==> src/sv/hhdt_pkg.sv <==
// Package for the heading hold drive and turn sequencer: word types, codes and constants.
package hhdt_pkg;

    // Angles are in 1/16 degree, so one revolution is 5760 counts
    localparam logic [12:0] FULL_TURN   = 13'd5760;
    localparam logic [12:0] HALF_TURN   = 13'd2880;
    localparam logic [13:0] DUTY_MAX    = 14'd14999;
    localparam logic [13:0] RIGHT_OFFS  = 14'd100;

    // Input modes
    localparam logic [1:0] MODE_DRIVE  = 2'd0;
    localparam logic [1:0] MODE_TURN   = 2'd1;
    localparam logic [1:0] MODE_SAMPLE = 2'd2;
    localparam logic [1:0] MODE_TICK   = 2'd3;

    // Motor actions
    localparam logic [1:0] ACT_STOP    = 2'd0;
    localparam logic [1:0] ACT_FWD     = 2'd1;
    localparam logic [1:0] ACT_LEFT    = 2'd2;
    localparam logic [1:0] ACT_RIGHT   = 2'd3;

    // Configuration register indexes
    localparam logic [2:0] CFG_STEER_GAIN    = 3'd0;
    localparam logic [2:0] CFG_DISTANCE_TRIM = 3'd1;
    localparam logic [2:0] CFG_TURN_TRIM     = 3'd2;
    localparam logic [2:0] CFG_NUDGE_MS      = 3'd3;
    localparam logic [2:0] CFG_NUDGE_DUTY    = 3'd4;

    localparam int CFG_INDEX_W = 3;
    localparam int CFG_DATA_W  = 16;

    typedef struct packed {
        logic [1:0]  mode;
        logic [13:0] speed;
        logic [15:0] target;
        logic [12:0] heading;
        logic [31:0] odometer;
    } item_t;

    typedef struct packed {
        logic [1:0]  motor_action;
        logic [13:0] left_duty;
        logic [13:0] right_duty;
        logic        busy_res;
        logic        finished;
    } result_t;

    typedef enum logic [5:0] {
        PH_IDLE   = 6'b000001,
        PH_DRIVE  = 6'b000010,
        PH_DNUDGE = 6'b000100,
        PH_SPIN_R = 6'b001000,
        PH_SPIN_L = 6'b010000,
        PH_TNUDGE = 6'b100000
    } phase_t;

endpackage

==> src/sv/heading_hold_drive_and_turn_sequencer_core.sv <==
// Heading hold drive and turn sequencer: input register, sequencing logic and result register.
//
// The block returns exactly one result word for each word it takes, in order. A word passes
// an input register, then one pass of sequencing logic (heading relative to the start
// heading, one 16x11 steering multiply, goal compares, phase update) into the result
// register, sustaining one word per clock while result_ready stays high; the state registers
// (phase, start references, duties, nudge timer) update in the same cycle a word leaves the
// input register, so the next word always sees the effect of the previous one.
// A result waiting in the result register does not stop the input register from filling: the
// input side stalls only when both registers hold words and result_ready is low.
// Drive starts run forward until the odometer has advanced by ceil((target - distance_trim)
// * 22.5) steps, bending the right duty by steer_gain (Q8.8) per degree of drift on each
// sensor sample; turn starts spin right up to 180 degrees, left above. Both end with timed
// nudges of nudge_ms millisecond ticks at nudge_duty until the heading is level (drive) or
// within half a degree of the goal (turn), then report finished. Angles are in 1/16 degree.
// Configuration is taken at any time (cfg_ready is always high) but must only be written
// while the block is idle.
module heading_hold_drive_and_turn_sequencer_core
    import hhdt_pkg::*;
(
    input  logic                   clk,
    input  logic                   rst_n,
    input  logic                   item_valid,
    output logic                   item_ready,
    input  item_t                  item,
    output logic                   result_valid,
    input  logic                   result_ready,
    output result_t                result,
    input  logic                   cfg_valid,
    output logic                   cfg_ready,
    input  logic [CFG_INDEX_W-1:0] cfg_index,
    input  logic [CFG_DATA_W-1:0]  cfg_data
);

    // Configuration registers
    logic [15:0] steer_gain_reg;
    logic [7:0]  distance_trim_reg;
    logic [10:0] turn_trim_reg;
    logic [9:0]  nudge_ms_reg;
    logic [13:0] nudge_duty_reg;

    // Pipeline registers
    logic    s1_valid_reg;
    item_t   s1_item_reg;
    logic    out_valid_reg;
    result_t out_res_reg;

    // Sequencer state
    phase_t      phase_reg,          phase_next;
    logic [12:0] start_heading_reg,  start_heading_next;
    logic [31:0] start_odometer_reg, start_odometer_next;
    logic [20:0] step_goal_reg,      step_goal_next;
    logic [12:0] angle_goal_reg,     angle_goal_next;
    logic [13:0] drive_left_reg,     drive_left_next;
    logic [13:0] drive_right_reg,    drive_right_next;
    logic [9:0]  nudge_left_ms_reg,  nudge_left_ms_next;
    logic        nudge_dir_reg,      nudge_dir_next;
    logic [12:0] last_heading_reg,   last_heading_next;

    logic    advance;
    item_t   in_norm;
    result_t res;

    // Handshake: the input register moves on whenever the result register is free or emptying
    assign advance      = s1_valid_reg && (!out_valid_reg || result_ready);
    assign item_ready   = !s1_valid_reg || advance;
    assign result_valid = out_valid_reg;
    assign result       = out_res_reg;
    assign cfg_ready    = 1'b1;

    // Fold heading into one revolution and clip speed on the way in
    always_comb
    begin
        in_norm = item;
        if (item.heading >= FULL_TURN)
        begin
            in_norm.heading = item.heading - FULL_TURN;
        end
        if (item.speed > DUTY_MAX)
        begin
            in_norm.speed = DUTY_MAX;
        end
    end

    // ---------------------------------------------------------------------
    // Datapath shared by the branches below
    // ---------------------------------------------------------------------
    logic [12:0] rel_src;
    logic [12:0] rel;
    logic [12:0] neg_rel;
    logic        steer_pos;
    logic        steer_neg;
    logic [10:0] mag;
    logic [26:0] prod;
    logic [27:0] ceil_sum;
    logic [15:0] inc;
    logic signed [17:0] r_acc;
    logic [13:0] r_sat;
    logic [31:0] odo_diff;
    logic        drive_running;
    logic signed [13:0] turn_err;
    logic        drv_lvl_go, drv_lvl_dir;
    logic        trn_lvl_go, trn_lvl_dir;
    logic [15:0] trip_len;
    logic [21:0] dist_x45;
    logic [20:0] goal_new;
    logic [13:0] right_base;
    logic [13:0] rel_trim;
    logic [13:0] rel_left;
    logic [13:0] goal_trim;
    logic [13:0] nudge_duty_sat;

    // Ticks re-evaluate the last recorded heading, samples use the new one
    assign rel_src = (s1_item_reg.mode == MODE_TICK) ? last_heading_reg : s1_item_reg.heading;
    assign rel     = (rel_src >= start_heading_reg) ? (rel_src - start_heading_reg)
                                                    : (rel_src + FULL_TURN - start_heading_reg);
    assign neg_rel = FULL_TURN - rel;

    // Steering: one multiplier serves both drift directions
    assign steer_pos = (rel > 13'd16) && (rel < 13'd1440);
    assign steer_neg = (rel > 13'd4320) && (rel < 13'd5744);
    assign mag       = steer_pos ? rel[10:0] : neg_rel[10:0];
    assign prod      = 27'(steer_gain_reg * mag);
    assign ceil_sum  = {1'b0, prod} + 28'd4095;

    always_comb
    begin
        inc   = 16'd0;
        r_acc = $signed({4'b0000, drive_right_reg});
        if (steer_pos)
        begin
            inc   = {1'b0, prod[26:12]};
            r_acc = r_acc + $signed({2'b00, inc});
        end
        else if (steer_neg)
        begin
            inc   = ceil_sum[27:12];
            r_acc = r_acc - $signed({2'b00, inc});
        end
    end

    always_comb
    begin
        if (r_acc < 0)
        begin
            r_sat = 14'd0;
        end
        else if (r_acc > $signed({4'b0000, DUTY_MAX}))
        begin
            r_sat = DUTY_MAX;
        end
        else
        begin
            r_sat = r_acc[13:0];
        end
    end

    assign odo_diff      = s1_item_reg.odometer - start_odometer_reg;
    assign drive_running = (odo_diff[31:21] == 11'd0) && (odo_diff[20:0] < step_goal_reg);

    // Levelling decisions: go means start a nudge, dir 0 left, 1 right
    assign drv_lvl_go  = ((rel > 13'd8) && (rel < 13'd480)) || ((rel > 13'd5280) && (rel < 13'd5752));
    assign drv_lvl_dir = !((rel > 13'd8) && (rel < 13'd480));
    assign turn_err    = $signed({1'b0, rel}) - $signed({1'b0, angle_goal_reg});
    assign trn_lvl_go  = (turn_err > 14'sd8) || (turn_err < -14'sd8);
    assign trn_lvl_dir = (turn_err < -14'sd8);

    // Spin stop compares
    assign rel_trim  = {1'b0, rel} + {3'b000, turn_trim_reg};
    assign rel_left  = (rel == 13'd0) ? {1'b0, FULL_TURN} : {1'b0, rel};
    assign goal_trim = {1'b0, angle_goal_reg} + {3'b000, turn_trim_reg};

    // Start values: distance goal is ceil(d * 22.5) = (45d + 1) / 2
    assign trip_len   = (s1_item_reg.target > {8'd0, distance_trim_reg})
                        ? (s1_item_reg.target - {8'd0, distance_trim_reg}) : 16'd0;
    assign dist_x45   = ({6'd0, trip_len} << 5) + ({6'd0, trip_len} << 3)
                        + ({6'd0, trip_len} << 2) + {6'd0, trip_len};
    assign goal_new   = 21'((23'(dist_x45) + 23'd1) >> 1);
    assign right_base = (s1_item_reg.speed >= RIGHT_OFFS) ? (s1_item_reg.speed - RIGHT_OFFS)
                                                          : 14'd0;

    assign nudge_duty_sat = (nudge_duty_reg > DUTY_MAX) ? DUTY_MAX : nudge_duty_reg;

    // ---------------------------------------------------------------------
    // Sequencing
    // ---------------------------------------------------------------------
    logic nz_go;
    logic nz_dir;
    logic nz_turn;
    logic fin;

    always_comb
    begin
        phase_next          = phase_reg;
        start_heading_next  = start_heading_reg;
        start_odometer_next = start_odometer_reg;
        step_goal_next      = step_goal_reg;
        angle_goal_next     = angle_goal_reg;
        drive_left_next     = drive_left_reg;
        drive_right_next    = drive_right_reg;
        nudge_left_ms_next  = nudge_left_ms_reg;
        nudge_dir_next      = nudge_dir_reg;
        last_heading_next   = last_heading_reg;
        res                 = '0;
        nz_go               = 1'b0;
        nz_dir              = 1'b0;
        nz_turn             = 1'b0;
        fin                 = 1'b0;

        case (s1_item_reg.mode)
            MODE_TICK:
            begin
                case (phase_reg)
                    PH_DNUDGE, PH_TNUDGE:
                    begin
                        if (nudge_left_ms_reg > 10'd1)
                        begin
                            nudge_left_ms_next = nudge_left_ms_reg - 10'd1;
                            res = '{motor_action: {1'b1, nudge_dir_reg},
                                    left_duty: nudge_duty_sat, right_duty: nudge_duty_sat,
                                    busy_res: 1'b1, finished: 1'b0};
                        end
                        else
                        begin
                            // Last tick of a nudge: look at the heading again
                            nudge_left_ms_next = 10'd0;
                            nz_turn = (phase_reg == PH_TNUDGE);
                            if (phase_reg == PH_TNUDGE)
                            begin
                                nz_go  = trn_lvl_go;
                                nz_dir = trn_lvl_dir;
                            end
                            else
                            begin
                                nz_go  = drv_lvl_go;
                                nz_dir = drv_lvl_dir;
                            end
                            fin = !nz_go;
                        end
                    end
                    PH_DRIVE:
                    begin
                        res = '{ACT_FWD, drive_left_reg, drive_right_reg, 1'b1, 1'b0};
                    end
                    PH_SPIN_R:
                    begin
                        res = '{ACT_RIGHT, drive_left_reg, drive_right_reg, 1'b1, 1'b0};
                    end
                    PH_SPIN_L:
                    begin
                        res = '{ACT_LEFT, drive_left_reg, drive_right_reg, 1'b1, 1'b0};
                    end
                    default:
                    begin
                        res = '0;
                    end
                endcase
            end

            MODE_SAMPLE:
            begin
                last_heading_next = s1_item_reg.heading;
                case (phase_reg)
                    PH_DRIVE:
                    begin
                        if (drive_running)
                        begin
                            drive_right_next = r_sat;
                            res = '{ACT_FWD, drive_left_reg, r_sat, 1'b1, 1'b0};
                        end
                        else
                        begin
                            nz_go  = drv_lvl_go;
                            nz_dir = drv_lvl_dir;
                            fin    = !drv_lvl_go;
                        end
                    end
                    PH_SPIN_R:
                    begin
                        if (rel_trim < {1'b0, angle_goal_reg})
                        begin
                            res = '{ACT_RIGHT, drive_left_reg, drive_right_reg, 1'b1, 1'b0};
                        end
                        else
                        begin
                            nz_turn = 1'b1;
                            nz_go   = trn_lvl_go;
                            nz_dir  = trn_lvl_dir;
                            fin     = !trn_lvl_go;
                        end
                    end
                    PH_SPIN_L:
                    begin
                        if (rel_left > goal_trim)
                        begin
                            res = '{ACT_LEFT, drive_left_reg, drive_right_reg, 1'b1, 1'b0};
                        end
                        else
                        begin
                            nz_turn = 1'b1;
                            nz_go   = trn_lvl_go;
                            nz_dir  = trn_lvl_dir;
                            fin     = !trn_lvl_go;
                        end
                    end
                    PH_DNUDGE, PH_TNUDGE:
                    begin
                        res = '{motor_action: {1'b1, nudge_dir_reg},
                                left_duty: nudge_duty_sat, right_duty: nudge_duty_sat,
                                busy_res: 1'b1, finished: 1'b0};
                    end
                    default:
                    begin
                        res = '0;
                    end
                endcase
            end

            default:
            begin
                // Drive or turn start: take new references; relative heading is zero here
                last_heading_next   = s1_item_reg.heading;
                start_heading_next  = s1_item_reg.heading;
                start_odometer_next = s1_item_reg.odometer;
                drive_left_next     = s1_item_reg.speed;
                drive_right_next    = right_base;
                nudge_left_ms_next  = 10'd0;
                if (s1_item_reg.mode == MODE_DRIVE)
                begin
                    step_goal_next = goal_new;
                    phase_next     = PH_DRIVE;
                    if (goal_new != 21'd0)
                    begin
                        res = '{ACT_FWD, s1_item_reg.speed, right_base, 1'b1, 1'b0};
                    end
                    else
                    begin
                        fin = 1'b1;
                    end
                end
                else if ((s1_item_reg.target == 16'd0) ||
                         (s1_item_reg.target >= {3'b000, FULL_TURN}))
                begin
                    fin = 1'b1;
                end
                else
                begin
                    angle_goal_next = s1_item_reg.target[12:0];
                    nz_turn         = 1'b1;
                    if (s1_item_reg.target <= {3'b000, HALF_TURN})
                    begin
                        if ({5'd0, turn_trim_reg} < s1_item_reg.target)
                        begin
                            phase_next = PH_SPIN_R;
                            res = '{ACT_RIGHT, s1_item_reg.speed, right_base, 1'b1, 1'b0};
                        end
                        else
                        begin
                            // Error is minus the goal: nudge right unless within half a degree
                            nz_go  = (s1_item_reg.target > 16'd8);
                            nz_dir = 1'b1;
                            fin    = !nz_go;
                        end
                    end
                    else
                    begin
                        if ({3'b000, FULL_TURN} > (s1_item_reg.target + {5'd0, turn_trim_reg}))
                        begin
                            phase_next = PH_SPIN_L;
                            res = '{ACT_LEFT, s1_item_reg.speed, right_base, 1'b1, 1'b0};
                        end
                        else
                        begin
                            nz_go  = 1'b1;
                            nz_dir = 1'b1;
                        end
                    end
                end
            end
        endcase

        // Start a nudge or close the sequence
        if (nz_go)
        begin
            phase_next         = nz_turn ? PH_TNUDGE : PH_DNUDGE;
            nudge_dir_next     = nz_dir;
            nudge_left_ms_next = nudge_ms_reg;
            res = '{motor_action: {1'b1, nz_dir},
                    left_duty: nudge_duty_sat, right_duty: nudge_duty_sat,
                    busy_res: 1'b1, finished: 1'b0};
        end
        else if (fin)
        begin
            phase_next = PH_IDLE;
            res        = '{ACT_STOP, 14'd0, 14'd0, 1'b0, 1'b1};
        end
    end

    // ---------------------------------------------------------------------
    // Registers
    // ---------------------------------------------------------------------
    always_ff @(posedge clk or negedge rst_n)
    begin
        if (!rst_n)
        begin
            steer_gain_reg    <= 16'd256;
            distance_trim_reg <= 8'd0;
            turn_trim_reg     <= 11'd0;
            nudge_ms_reg      <= 10'd40;
            nudge_duty_reg    <= 14'd5000;
        end
        else if (cfg_valid)
        begin
            case (cfg_index)
                CFG_STEER_GAIN:    steer_gain_reg    <= cfg_data;
                CFG_DISTANCE_TRIM: distance_trim_reg <= cfg_data[7:0];
                CFG_TURN_TRIM:     turn_trim_reg     <= cfg_data[10:0];
                CFG_NUDGE_MS:      nudge_ms_reg      <= cfg_data[9:0];
                CFG_NUDGE_DUTY:    nudge_duty_reg    <= cfg_data[13:0];
                default:           steer_gain_reg    <= steer_gain_reg;
            endcase
        end
    end

    always_ff @(posedge clk or negedge rst_n)
    begin
        if (!rst_n)
        begin
            s1_valid_reg  <= 1'b0;
            out_valid_reg <= 1'b0;
        end
        else
        begin
            if (item_ready)
            begin
                s1_valid_reg <= item_valid;
            end
            if (advance)
            begin
                out_valid_reg <= 1'b1;
            end
            else if (result_ready)
            begin
                out_valid_reg <= 1'b0;
            end
        end
    end

    always_ff @(posedge clk)
    begin
        if (item_valid && item_ready)
        begin
            s1_item_reg <= in_norm;
        end
        if (advance)
        begin
            out_res_reg <= res;
        end
    end

    always_ff @(posedge clk or negedge rst_n)
    begin
        if (!rst_n)
        begin
            phase_reg          <= PH_IDLE;
            start_heading_reg  <= '0;
            start_odometer_reg <= '0;
            step_goal_reg      <= '0;
            angle_goal_reg     <= '0;
            drive_left_reg     <= '0;
            drive_right_reg    <= '0;
            nudge_left_ms_reg  <= '0;
            nudge_dir_reg      <= 1'b0;
            last_heading_reg   <= '0;
        end
        else if (advance)
        begin
            phase_reg          <= phase_next;
            start_heading_reg  <= start_heading_next;
            start_odometer_reg <= start_odometer_next;
            step_goal_reg      <= step_goal_next;
            angle_goal_reg     <= angle_goal_next;
            drive_left_reg     <= drive_left_next;
            drive_right_reg    <= drive_right_next;
            nudge_left_ms_reg  <= nudge_left_ms_next;
            nudge_dir_reg      <= nudge_dir_next;
            last_heading_reg   <= last_heading_next;
        end
    end

    // ---------------------------------------------------------------------
    // Assertions
    // ---------------------------------------------------------------------
    assert property (@(posedge clk) disable iff (!rst_n)
        advance |=> (result_valid && (result.busy_res == (phase_reg != PH_IDLE))))
        else $error("busy flag disagrees with the sequencer phase");

    assert property (@(posedge clk) disable iff (!rst_n)
        (result_valid && result.finished) |-> (!result.busy_res && result.motor_action == ACT_STOP))
        else $error("finished word is not a stop");

    assert property (@(posedge clk) disable iff (!rst_n)
        (result_valid && result.motor_action == ACT_STOP)
            |-> (result.left_duty == 14'd0 && result.right_duty == 14'd0))
        else $error("stop word carries a duty");

    assert property (@(posedge clk) disable iff (!rst_n)
        result_valid |-> (result.left_duty <= DUTY_MAX && result.right_duty <= DUTY_MAX))
        else $error("duty above range");

    assert property (@(posedge clk) disable iff (!rst_n)
        (phase_reg != PH_DNUDGE && phase_reg != PH_TNUDGE) |-> (drive_right_reg <= DUTY_MAX))
        else $error("stored right duty above range");

endmodule

==> config.mk <==
export PLATFORM = sky130hd
export DESIGN_NAME = heading_hold_drive_and_turn_sequencer_core
export DESIGN_NICKNAME = d
export VERILOG_FILES = /design/src/sv/hhdt_pkg.sv /design/src/sv/heading_hold_drive_and_turn_sequencer_core.sv
export SDC_FILE = /design/constraint.sdc
export NUM_CORES = 1
export LEC_CHECK = 0
export ABC_AREA = 1
export BUFFER_PORTS_ARGS = -buffer_cell sky130_fd_sc_hd__buf_2
export CAP_MARGIN = 20
export CORE_MARGIN = 3
export CORE_UTILIZATION = 64
export DETAILED_ROUTE_END_ITERATION = 8
export GPL_TIMING_DRIVEN = 0
export PLACE_DENSITY = 0.82
export SLEW_MARGIN = 20
export SYNTH_ARGS = -nofsm -noshare
export SYNTH_HDL_FRONTEND = slang
export SYNTH_SLANG_ARGS = --single-unit
==> constraint.sdc <==
create_clock -name clk -period 14.5 [get_ports clk]
set_clock_uncertainty 0.2 [all_clocks]
set_input_delay 1.45 -clock clk [delete_from_list [all_inputs] [get_ports clk]]
set_output_delay 1.45 -clock clk [all_outputs]
set_load 0.1 [all_outputs]
==> summary by stage, run 1 <==
Clock tree
TritonCTS built the clock tree. Clock tree synthesis found a total of 307 sinks. The number of buffers inserted during clock tree synthesis is 31. Clock tree synthesis selected as its root buffer the cell sky130_fd_sc_hd__clkbuf_16. The maximum clock insertion buffer count is 3. The depth of the CTS H-tree is 1.

After clock tree synthesis, the flow added hold-fix buffers numbering 0. The clock network latency to the later pin of the worst-skew pair is 610 ps. The clock-pin slew on the worst setup and hold paths is 70 ps.

Routing
The detailed-route via count is 29080. The routed design uses 42690 microns of met2 wire. The first detailed-routing pass took 8 iterations. For this block, the initial DRC count from the detailed router was 2773. The met3 wire length is 7337 microns.

After detailed routing, the number of vias per cell comes to 5.706. The count of nets left with antenna violations once routing finished came out at 0. The routed design has 92430 microns of wire. The top routing layer in use is met5. The count of unresolved DRC violations after routing is 0.

The routed wire length per instance is 18.13 microns. The met1 layer wirelength in the final routing is 37580 microns.

STA
Setup violations remaining at the end of the flow were counted as 0. The portion of the clock cycle consumed by the worst path in the final layout is 93.01%. Setup repair after global routing left no endpoint under its margin. Counting I/O delays and the setup requirement, the final critical path takes 13490 ps. At the pin with the least slew margin, the transition time is 1134 ps. The total count of hold-check failures in the final report came to 0. Timing would allow up to 74.15 MHz.

After routing, the total negative slack on setup checks comes to 0 ps. In this run the tightest slew margin relative to its limit is 24.36%. The number of slew-limit violations in the final report is 0.

Die
The initial cell density of the core is 65.34%. The die covers 51850 sq um. The number of placement rows is 80.

From left edge to right edge, the die measures 227.7 microns. For this design the top-level I/O count stands at 136. The die is 227.7 microns tall. The core region is 48150 sq um.

Placement
The total half-perimeter wirelength after legalization and detailed placement is 75060 microns. The weighted congestion at the end of routability-driven global placement is 1.025. The count of input and output buffers is 134. Summing all placed instances gives a cell area of 33060 sq um.

Synthesis
Synthesis produced a netlist whose cell count is 4242. Averaged over all synthesized cells, the footprint is 7.416 sq um. The mapped netlist covers 31460 sq um. In this run, distinct cell masters in the synthesized netlist total 69. The largest area contributor in the netlist is sky130_fd_sc_hd__dfrtp_1. After synthesis, the cell types taking the most area are sky130_fd_sc_hd__dfrtp_1, sky130_fd_sc_hd__nand2_1, sky130_fd_sc_hd__ha_1, sky130_fd_sc_hd__fa_1, sky130_fd_sc_hd__edfxtp_1. The register area share after synthesis is 26.19%.

For this run, asynchronously set or reset flops after synthesis account for 64.50%. The synthesized netlist net count is 4804. The main flop type after synthesis is sky130_fd_sc_hd__dfrtp_1. The number of synthesized register bits is 307. Yosys printed 0 warnings. The fraction of synthesized cell area taken by the top area cell type is 15.03%. The synthesized design contains 109 enable-type register cells.

Global route
The first global-routing pass estimated 148700 microns of wire. For this run the aggregate overflow at the end of global routing stands at 0. The global-route usage over all layers is 35.44%. Entering global routing, the biggest net connects 99 pins. The number of antenna violations at the first check in global routing came to 2. The number of global-route vias before repair is 28740.

Setup path
The type of origin of the critical path is a flop. The largest stage delay on the critical path is 580 ps. The minimum setup slack among reg-to-reg paths is 1010 ps. The required time at the worst-slack endpoint is 14640 ps. The slowest stage of the critical path is the sky130_fd_sc_hd__edfxtp_1 cell. The biggest fanout along the worst timing path is 10. The class of the most critical setup path is flop to flop.

The library cell appearing most often on the critical path is sky130_fd_sc_hd__nand2_1. Data arrives at the worst endpoint at 13630 ps. The type of element capturing the critical path is a flop.

Layout
The number of diodes added for antenna fixing is 0. The ratio of cells with drive above 1 in the final layout is 8.309%. The number of nets in the layout is 4978. From synthesis to final layout, the design area changed by 9.136%. The total non-filler cell area in the finished layout is 34330 sq um. The flip-flop count of the largest register, all copies and words added is 77.

Run status
The flow ran to the end, and the final reports show no timing, DRC or antenna violations.

Flow run
The reported max-cap violation count is 0.

Hold path
The path category of the worst min-delay check is flop to flop.
-- cell usage in the layout, fill, tap and decap left out, types with 10 or more instances in the layout --
cell type                   instances
sky130_fd_sc_hd__o21ai_1           13
sky130_fd_sc_hd__a21o_1            11
sky130_fd_sc_hd__inv_1            688
sky130_fd_sc_hd__edfxtp_1         109
sky130_fd_sc_hd__a21boi_0          10
sky130_fd_sc_hd__nor2_1           358
sky130_fd_sc_hd__ha_1             294
sky130_fd_sc_hd__dfrtp_1          189
sky130_fd_sc_hd__o21ai_0          339
sky130_fd_sc_hd__a31oi_1           12
sky130_fd_sc_hd__nand2_1         1000
sky130_fd_sc_hd__nor4_1            13
sky130_fd_sc_hd__nand3_2           11
sky130_fd_sc_hd__fa_1             167
sky130_fd_sc_hd__xor2_1           102
sky130_fd_sc_hd__a21oi_1          236
sky130_fd_sc_hd__inv_2             20
sky130_fd_sc_hd__xnor2_1           49
sky130_fd_sc_hd__nor3_1            45
sky130_fd_sc_hd__o2111ai_1         11
sky130_fd_sc_hd__clkbuf_16         31
sky130_fd_sc_hd__o22ai_1           13
sky130_fd_sc_hd__nand3b_1          18
sky130_fd_sc_hd__nand2_2           28
sky130_fd_sc_hd__o211ai_1          28
sky130_fd_sc_hd__nand3_1          172
sky130_fd_sc_hd__or2_2             17
sky130_fd_sc_hd__nand4_1           54
sky130_fd_sc_hd__nor2_4            10
sky130_fd_sc_hd__clkbuf_1          65
sky130_fd_sc_hd__o21bai_1          22
sky130_fd_sc_hd__buf_2            148
-- kinds of logic after synthesis --
kind of cell / Yosys count / share of synthesized area [%]
XOR/XNOR: 151 / 4.204
buffers and inverters: 818 / 10.03
AO/OA/AOI/OAI: 744 / 13.16
flip-flops: 307 / 26.19
other: 1 / 0.01192
AND/OR/NAND/NOR: 1759 / 24.04
multiplexers: 1 / 0.03579
adder cells (fa/ha/maj): 461 / 22.32
-- per-layer routing --
metal  track usage, %  vias to the layer above
li1                 -                    14030
met1            45.22                    13650
met2            59.23                     1128
met3            6.063                      276
met4            16.20                        2
met5                0                        -
-- critical path, delay by kind of cell, from the launching register on --
| family | cells | cell delay (ps) |
|---|---|---|
| simple gates | 42 | 4780 |
| flops | 1 | 580 |
| compound gates | 5 | 1260 |
| xor+xnor | 2 | 240 |
| buf+inv | 15 | 2060 |
| fa+ha+maj | 9 | 4010 |
-- cell usage after synthesis (12+ instances only) --
| library cell | instances |
|---|---|
| sky130_fd_sc_hd__inv_1 | 690 |
| sky130_fd_sc_hd__dfrtp_1 | 189 |
| sky130_fd_sc_hd__o21bai_1 | 22 |
| sky130_fd_sc_hd__a21oi_1 | 236 |
| sky130_fd_sc_hd__o211ai_1 | 28 |
| sky130_fd_sc_hd__a31oi_1 | 12 |
| sky130_fd_sc_hd__nor4_1 | 13 |
| sky130_fd_sc_hd__nand2_2 | 24 |
| sky130_fd_sc_hd__fa_1 | 167 |
| sky130_fd_sc_hd__nor3_1 | 46 |
| sky130_fd_sc_hd__nand2_1 | 1005 |
| sky130_fd_sc_hd__inv_2 | 19 |
| sky130_fd_sc_hd__or2_2 | 17 |
| sky130_fd_sc_hd__nand3_1 | 172 |
| sky130_fd_sc_hd__xor2_1 | 102 |
| sky130_fd_sc_hd__nand3b_1 | 18 |
| sky130_fd_sc_hd__o21ai_0 | 343 |
| sky130_fd_sc_hd__edfxtp_1 | 109 |
| sky130_fd_sc_hd__xnor2_1 | 49 |
| sky130_fd_sc_hd__ha_1 | 294 |
| sky130_fd_sc_hd__o22ai_1 | 13 |
| sky130_fd_sc_hd__clkbuf_1 | 76 |
| sky130_fd_sc_hd__nor2_1 | 358 |
| sky130_fd_sc_hd__nand4_1 | 54 |
| sky130_fd_sc_hd__buf_2 | 14 |
-- worst paths after layout --
check	from	end	depth (start not counted)
setup reg to reg	s1_item_reg[75]	result[14]	73
setup / recovery	s1_item_reg[75]	result[14]	73
min in group asynchronous	rst_n	distance_trim_reg[0]	1
max in group asynchronous	rst_n	nudge_ms_reg[3]	3
hold reg to reg	step_goal_reg[15]	step_goal_reg[15]	2
hold / removal	step_goal_reg[15]	step_goal_reg[15]	2
-- layout make-up --
cell class	count	area, sq um
multi-input cells	3117	20090
well taps	656	820.8
plain buffers	98	464.2
clock inverters	27	414.1
flip-flops and latches	307	8239
fillers	4042	13810
repair buffers	144	820.8
inverters	717	2705
clock buffers	31	775.7
-- metrics by stage --
stage          worst slack (ps)  hold WS, ps  utilization, %  std cells
2_1_floorplan              3034        242.2               -       4242
3_3_place_gp             -109.3        268.3           68.44       5032
3_5_place_dp             -217.6        273.2           68.67       5036
4_1_cts                   211.2        289.7           71.13       5092
5_1_grt                   28.79        301.2           71.31       5097
6_report                   1013        284.8           71.31       5097
-- timing repair --
item | CTS | global route
gates resized for setup | 1 | 30
endpoints found under the setup margin | 14 | 28
endpoints found under the hold margin | 0 | 0
setup buffers | 0 | 6
pin swaps | 0 | 1
Power of run 1 is left out: the tool's default activity adds up to more than one toggle a clock period on the data nets, which glitch-free logic cannot reach.
==> run 2: changes to the inputs <==
- CORE_UTILIZATION: 64 -> 58
- PLACE_DENSITY: 0.82 -> 0.79
- clock period: 14.5 -> 12 ns (I/O delays scaled with it)
==> summary by stage, run 2 (synthesis gave the netlist of run 1 again) <==
Setup path
The required time at the worst-slack endpoint is 12120 ps. The largest stage delay on the critical path is 620 ps. STA classifies the critical path startpoint as a flop. STA classifies the critical path endpoint as a flop.

The class of the most critical setup path is flop to flop. On the critical path, the stage with the largest delay is an instance of sky130_fd_sc_hd__fa_2. For the worst setup path, the data arrival time is 11840 ps. In this design, the critical path's most frequently occurring cell is sky130_fd_sc_hd__nand2_1. In this run the worst path has a maximum fanout of 7.

STA
Setup total negative slack on the finished layout was measured at 0 ps. The number of slew-limit violations in the final report is 0. The upper clock frequency limit is 85.35 MHz. Setup violations remaining at the end of the flow were counted as 0. The portion of the clock cycle consumed by the worst path in the final layout is 97.64%.

The total count of hold-check failures in the final report is 0. The final critical path time including I/O delays and setup is 11720 ps. For the pin with the worst max-slew slack, the measured transition is 1273 ps. Headroom to the max-slew limit came out at 14.24%.

Clock tree
The total clock sinks is 307. The clock-pin slew on the worst setup and hold paths is 60 ps. The buffer type at the clock tree root is sky130_fd_sc_hd__clkbuf_16. The cts-stage hold buffer count is 0. The CTS tree is yes. In this run the number of H-tree levels came out at 1.

In this run the deepest clock path goes through 3 buffers. The clock network latency to the later pin of the worst-skew pair is 590 ps. The number of buffers inserted during clock tree synthesis is 30.

Die
The total core area is 53080 sq um. In this run the horizontal extent of the chip is 238.9 microns. The initial utilization of the core area, before any placement, comes to 59.27%. The floorplan step set the die height to 238.9 microns. The full die area is 57070 sq um.

The number of top-level pins is 136. The floorplan has 84 rows.

Placement
Port buffering added 134 buffers. Including well taps, the total number of placed cells is 5068. The total half-perimeter wirelength after legalization and detailed placement is 74760 microns.

At the end of routability-driven placement, the weighted congestion stood at 1.015.

Routing
The per-cell via count in the routed design is 5.713. The number of iterations in the first detailed-routing pass is 6. The count of unresolved DRC violations after routing is 0. In the final routed layout, each cell accounts on average for 18.32 microns. For this block, the routed nets add up to 95530 microns of wire. In this run, the number of DRC markers left after iteration 0 of detailed routing was 2911. In this run the remaining antenna-violating nets after routing total 0.

The detailed-route via count is 29790.

Layout
In the layout the commonest cells are sky130_fd_sc_hd__nand2_1, sky130_fd_sc_hd__inv_1, sky130_fd_sc_hd__nor2_1, sky130_fd_sc_hd__o21ai_0, sky130_fd_sc_hd__ha_1. The ratio of cells with drive above 1 in the final layout is 13.79%. From synthesis to final layout, the design area changed by 14.62%. The library cell used most frequently in the layout, excluding fill and tap cells, is sky130_fd_sc_hd__nand2_1. The register with the most flip-flops in the layout has 77 of them. The net count of the finished layout is 5064. For this run, the number of standard cells in the final layout without fillers is 5214. 0 antenna diodes ended up in the layout.

Global route
The global-route usage over all layers is 32.44%. The pin count of the biggest net entering global routing is 95. The number of global-route vias before repair is 28390. The wire length of the first global-routing pass is 147600 microns. The number of antenna violations at the first check in global routing is 3. The total grt overflow is 0.

Flow run
The reported max-cap violation count is 0.

Run status
The flow ran to the end, and the final reports show no timing, DRC or antenna violations.

Hold path
The path category of the worst min-delay check is primary input to asynchronous set/reset pin.
-- run 2: cell type report --
class,count,area [sq um]
Inverter,717,2715
Multi-Input combinational cell,3118,21070
Fill cell,4439,17020
Clock inverter,10,108.9
Timing Repair Buffer,230,1534
Clock buffer,46,958.4
Tap cell,688,860.8
Sequential cell,307,8239
Buffer,98,566.8
-- run 2: timing repair --
item,4_1_cts,5_1_grt
gates resized for setup,103,219
setup buffers,22,67
endpoints found under the setup margin,28,28
gates cloned,0,4
pin swaps,20,109
-- run 2: worst paths after layout --
check | start | end | slack [ps] | depth (start not counted)
min reg2reg | step_goal_reg[0] | step_goal_reg[0] | 290 | 2
min in group clk | step_goal_reg[0] | step_goal_reg[0] | 290 | 2
max | s1_item_reg[76] | result[2] | 280 | 73
max reg2reg | s1_item_reg[76] | result[2] | 280 | 73
min | rst_n | step_goal_reg[1] | 280 | 1
max in group asynchronous | rst_n | nudge_duty_reg[12] | 10150 | 3
-- run 2: per-stage QoR --
step                      setup slack [ps]  area, sq um  util (%)  hold slack [ps]
after floorplan                      534.3        31460         -            242.2
after global placement               -2754        32990     62.15            258.5
after detailed placement             -2752        33100     62.37            275.3
after CTS                            4.708        34660     65.31            274.9
after global routing                -143.6        36060     67.93            286.0
final                                283.4        36060     67.93            284.1
-- run 2: routing by layer --
layer	GRT usage, %	routed length, microns	up-vias	part of all wire, %
met4	13.23	4501	6	4.7
met1	42.28	38250	13940	40
met2	53.89	44110	1369	46
met5	0	34	-	0.036
li1	-	-	14210	-
met3	5.607	8637	264	9.0
-- run 2: critical path: cells and delay by family (launching register included) --
family,cells,cell delay (ps)
xor gates and xnor gates,3,460
DFF,1,510
adders and majority gates,9,3940
and+or+nand+nor,40,4050
AOI/OAI and AO/OA,4,560
buffers and inverters,17,1670
Power of run 2 is left out for the same reason.
